===== src/design/tapi_pkg.sv =====
// Shared types, widths and helpers for the triangle point-inside unit.
package tapi_pkg;

  localparam int COORD_WIDTH = 16;
  localparam int DIFF_W      = COORD_WIDTH + 1;
  localparam int PROD_W      = 2 * DIFF_W;
  localparam int CFG_IDX_W   = 3;
  // point_x and point_y packed side by side, padded to whole bytes
  localparam int IN_TDATA_W  = ((2 * COORD_WIDTH + 7) / 8) * 8;

  typedef logic signed [COORD_WIDTH-1:0] coord_t;
  typedef logic signed [DIFF_W-1:0]      diff_t;
  typedef logic signed [PROD_W-1:0]      prod_t;

  typedef enum logic [CFG_IDX_W-1:0] {
    REG_V0X = 3'd0,
    REG_V0Y = 3'd1,
    REG_V1X = 3'd2,
    REG_V1Y = 3'd3,
    REG_V2X = 3'd4,
    REG_V2Y = 3'd5
  } cfg_reg_t;

  // Triangle setup handed from the config block to the datapath.
  typedef struct packed {
    coord_t [2:0] vx;
    coord_t [2:0] vy;
    diff_t  [2:0] ex;      // edge i runs from vertex i to vertex i+1
    diff_t  [2:0] ey;
    prod_t        wind_p;  // winding = wind_p - wind_q
    prod_t        wind_q;
  } tri_t;

  // Pipeline output toward the result register.
  typedef struct packed {
    logic valid;
    logic pt_in;
    logic last;
  } res_t;

  function automatic diff_t sub_c(coord_t a, coord_t b);
    return diff_t'(a) - diff_t'(b);
  endfunction

  function automatic prod_t mul_d(diff_t a, diff_t b);
    return prod_t'(a) * prod_t'(b);
  endfunction

endpackage


===== src/design/tapi_cfg.sv =====
// Vertex registers and derived triangle setup (edges, winding products).
module tapi_cfg
  import tapi_pkg::*;
(
  input  logic                 clk,
  input  logic                 rst_n,
  input  logic                 cfg_valid,
  input  logic [CFG_IDX_W-1:0] cfg_index,
  input  logic [COORD_WIDTH-1:0] cfg_data,
  output tri_t                 tri_o
);

  coord_t [2:0] vx_r, vy_r;
  diff_t  [2:0] ex_r, ey_r;
  diff_t        bx_r, by_r;
  prod_t        wp_r, wq_r;

  always_ff @(posedge clk) begin
    if (!rst_n) begin
      vx_r <= '0;
      vy_r <= '0;
    end else if (cfg_valid) begin
      unique case (cfg_index)
        REG_V0X: vx_r[0] <= coord_t'(cfg_data);
        REG_V0Y: vy_r[0] <= coord_t'(cfg_data);
        REG_V1X: vx_r[1] <= coord_t'(cfg_data);
        REG_V1Y: vy_r[1] <= coord_t'(cfg_data);
        REG_V2X: vx_r[2] <= coord_t'(cfg_data);
        REG_V2Y: vy_r[2] <= coord_t'(cfg_data);
        default: ;
      endcase
    end
  end

  // Setup regs follow the vertices continuously: edge regs, then winding.
  always_ff @(posedge clk) begin
    for (int i = 0; i < 3; i++) begin
      ex_r[i] <= sub_c(vx_r[(i+1)%3], vx_r[i]);
      ey_r[i] <= sub_c(vy_r[(i+1)%3], vy_r[i]);
    end
    bx_r <= sub_c(vx_r[2], vx_r[0]);
    by_r <= sub_c(vy_r[2], vy_r[0]);
    wp_r <= mul_d(ex_r[0], by_r);
    wq_r <= mul_d(ey_r[0], bx_r);
  end

  always_comb begin
    tri_o.vx     = vx_r;
    tri_o.vy     = vy_r;
    tri_o.ex     = ex_r;
    tri_o.ey     = ey_r;
    tri_o.wind_p = wp_r;
    tri_o.wind_q = wq_r;
  end

endmodule


===== config.mk =====
export PLATFORM = sky130hd
export DESIGN_NAME = tapi_cfg
export DESIGN_NICKNAME = d
export VERILOG_FILES = /design/src/design/tapi_pkg.sv /design/src/design/tapi_cfg.sv
export SDC_FILE = /design/constraint.sdc
export NUM_CORES = 2
export LEC_CHECK = 0
export ABC_AREA = 1
export BUFFER_PORTS_ARGS = -buffer_cell sky130_fd_sc_hd__buf_4
export CAP_MARGIN = 30
export CORE_MARGIN = 4
export CORE_UTILIZATION = 45
export CTS_CLUSTER_SIZE = 14
export DETAILED_ROUTE_END_ITERATION = 6
export PLACE_DENSITY = 0.68
export SYNTH_ARGS = -nofsm -noshare
export SYNTH_HDL_FRONTEND = slang
export SYNTH_SLANG_ARGS = --single-unit

===== constraint.sdc =====
create_clock -name clk -period 6.25 [get_ports clk]
set_input_delay 0.9375 -clock clk [delete_from_list [all_inputs] [get_ports clk]]
set_output_delay 0.9375 -clock clk [all_outputs]
set_load 0.01 [all_outputs]

==> impl_metrics.env <==
export IMPL_outcome="completed"
export IMPL_worstSetupStartpointType="register"
export IMPL_die_area_um2=88130
export IMPL_hold_class="reg -> reg"
export IMPL_ys_types=42
export IMPL_viasPerCell=4.997
export IMPL_regArea_um2=5969
export IMPL_synth_warnings=0
export IMPL_grt_overflow=0
export IMPL_fin_crit_ns=5.937
export IMPL_cp_data_arrival_time_ns=6.41
export IMPL_cp_startpoint="tri_o[135]"
export IMPL_postSynthAreaPerCell_um2=7.682
export IMPL_first_iter_violations=1840
export IMPL_cp_data_required_time_ns=6.72
export IMPL_fin_nets=6026
export IMPL_cts_tree="done"
export IMPL_drv_cap=0
export IMPL_max_stage_delay_ns=0.92
export IMPL_syn_area_um2=37550
export IMPL_dp_hpwl_mm=91.60
export IMPL_grt_max_degree=97
export IMPL_grt_pass1_wl_mm=174.1
export IMPL_post_synth_top_area_cell="fa_1"
export IMPL_cp_common_cell="fa_1"
export IMPL_cp_num_buf_inv=5
export IMPL_synth_seq_area_share=0.1589
export IMPL_start_util=0.4559
export IMPL_clk_pin_slew_ns=0.06
export IMPL_cts_max_path_buffers=3
export IMPL_synth_top_area_frac=0.3199
export IMPL_finalHoldViolCount=0
export IMPL_drc=0
export IMPL_min_from="tri_o[189]"
export IMPL_cts_root_buf="clkbuf_16"
export IMPL_finalSetupViolCount=0
export IMPL_fin_tns_setup_ns=0
export IMPL_finalWeightedCongestion=0.9632
export IMPL_endpoint_kind="register"
export IMPL_antenna_found_initial=2
export IMPL_vias=31010
export IMPL_ant_nets=0
export IMPL_grt_pass1_vias=32510
export IMPL_synthesis_nets=5808
export IMPL_syn_inst=4888
export IMPL_wl_mm=108.2
export IMPL_worst_pin_slew_ns=0.9302
export IMPL_wl_per_cell_um=17.44
export IMPL_crit_path_cell_trace="buf_4, nand2_1, inv_1, fa_1, fa_1, fa_1, fa_1, fa_1, inv_1, fa_1, inv_1, ha_1, nand2_1, inv_1, nand2_1, nor3_1, and2_1, nand2_1, nand3_1, nand2_1"
export IMPL_fin_crit_sh=0.9499
export IMPL_cts_sinks=298
export IMPL_die_x_um=296.9
export IMPL_drt_first_pass_iters=5
export IMPL_ys_ff_latch=298
export IMPL_nFillCells=7962
export IMPL_clk_latency_ns=0.58
export IMPL_synth_edff_count=0
export IMPL_h_tree_depth=2
export IMPL_critPathTopFamily="adder cells"
export IMPL_worstPathMaxFanout=15
export IMPL_synth_top_flop_cell="dfxtp_1"
export IMPL_rows=105
export IMPL_multiInputGateArea_um2=26130
export IMPL_postCtsSetupBuffers=0
export IMPL_r2r_start="tri_o[135]"
export IMPL_rsz0062_at_grt="false"
export IMPL_fmax_mhz=168.4
export IMPL_antenna_cells=0
export IMPL_final_max_slew_viol_count=0
export IMPL_drive_gt1_frac=0.09677
export IMPL_ys_top_cells_by_area="fa_1 32%, dfxtp_1 16%, inv_1 12%"
export IMPL_critical_path_class="reg -> reg"
export IMPL_numCtsBuffers=38
export IMPL_skew_ns=0.02037
export IMPL_area_delta_synth_final_pct=12.45
export IMPL_fp_dieH_um=296.9
export IMPL_critical_path_slowest_cell="fa_1"
export IMPL_coreArea_um2=82370
export IMPL_numPortBuffers=287
export IMPL_relSlewSlack=0.3792
export IMPL_io_pins=288
export IMPL_synthArstFlopShare=0
export IMPL_grt_usage=0.2459
[routing by layer]
layer | global-route usage | part of all wire | vias to the layer above
li1 | - | - | 14800
met4 | 0.07939 | 0.035 | 2
met1 | 0.3211 | 0.42 | 14960
met2 | 0.4046 | 0.46 | 1057
met5 | 0 | 0.00015 | -
met3 | 0.05865 | 0.083 | 189
[cells in the mapped netlist (10+ instances only)]
cell type,n
a21oi_1,285
nor2_1,190
fa_1,600
xnor2_1,19
nand2_2,13
nand2_1,1177
nand3_1,111
and2_1,12
o21ai_1,16
o21ai_0,163
inv_1,1250
ha_1,298
nor3_1,19
or2_2,10
dfxtp_1,298
nor2_2,19
xor2_1,108
o21bai_1,30
inv_2,11
clkbuf_1,159
nand4_1,25
[what timing repair did]
action                                  CTS  global route
hold buffers                              0             0
endpoints found under the hold margin     0             0
gates resized for setup                   0             3
endpoints found under the setup margin    0             6
[per-stage QoR]
stage | utilization | hold WS (ns) | cells | worst slack (ns) | instance area, um2
2_1_floorplan | - | 0.5073 | 4888 | 0.7038 | 37550
3_3_place_gp | 0.4958 | 0.5107 | 6135 | 0.2872 | 40840
3_5_place_dp | 0.4961 | 0.5196 | 6136 | 0.2832 | 40870
4_1_cts | 0.5126 | 0.5290 | 6206 | 0.2733 | 42220
5_1_grt | 0.5126 | 0.5564 | 6206 | 0.04842 | 42230
6_report | 0.5126 | 0.5268 | 6206 | 0.3132 | 42230
[registers in the layout (all words and copies together) (netlist names)]
name / cells
wp_r: 34
wq_r: 34
bx_r: 16
tri_o: 197
by_r: 17
[tightest hold or removal path, cell delays in order (launching register included)]
cell and delay (ns):
dfxtp_1 0.33, inv_1 0.08, a21oi_1 0.06
[layout make-up]
class / count / share of cell area
Inverter: 1261 / 0.1121
Multi-Input combinational cell: 3150 / 0.6188
Tap cell: 1070 / 0.03171
Sequential cell: 298 / 0.1414
Clock buffer: 50 / 0.02525
Timing Repair Buffer: 357 / 0.06394
Clock inverter: 20 / 0.006874
[path summary, 6_finish.rpt]
path,end,slack [ns],cells after the start
worst max-delay path,wp_r[32],0.31,20
worst max register to register,wp_r[32],0.31,20
worst min-delay path,tri_o[189],0.53,2
worst min register to register,tri_o[189],0.53,2
[cells by family after synthesis]
logic type,after synthesis,share of synthesized area
adders and majority gates,898,0.4192
and+or+nand+nor,1599,0.1723
AOI/OAI and AO/OA,526,0.07471
DFF,298,0.1589
buffers and inverters,1440,0.1453
xor gates and xnor gates,127,0.02962
[cells in the final DEF (no fill, tap or decap), types with 9 or more instances in the layout]
master,Yosys,final
fa_1,600,600
clkbuf_16,0,38
ha_1,298,298
inv_1,1250,1250
nand4_1,25,25
nor2_2,19,19
o21ai_1,16,16
nand3_1,111,111
nand2_1,1177,1177
o21bai_1,30,30
o21ai_0,163,163
nand3b_1,9,9
nor3_1,19,19
buf_4,9,356
xor2_1,108,108
inv_2,11,11
nor2_1,190,190
dfxtp_1,298,295
xnor2_1,19,19
and2_1,12,12
or2_2,10,10
nand2_2,13,13
a21oi_1,285,285
Power is left out: the tool's default activity adds up to more than one toggle a clock period on the data nets, which glitch-free logic cannot reach.
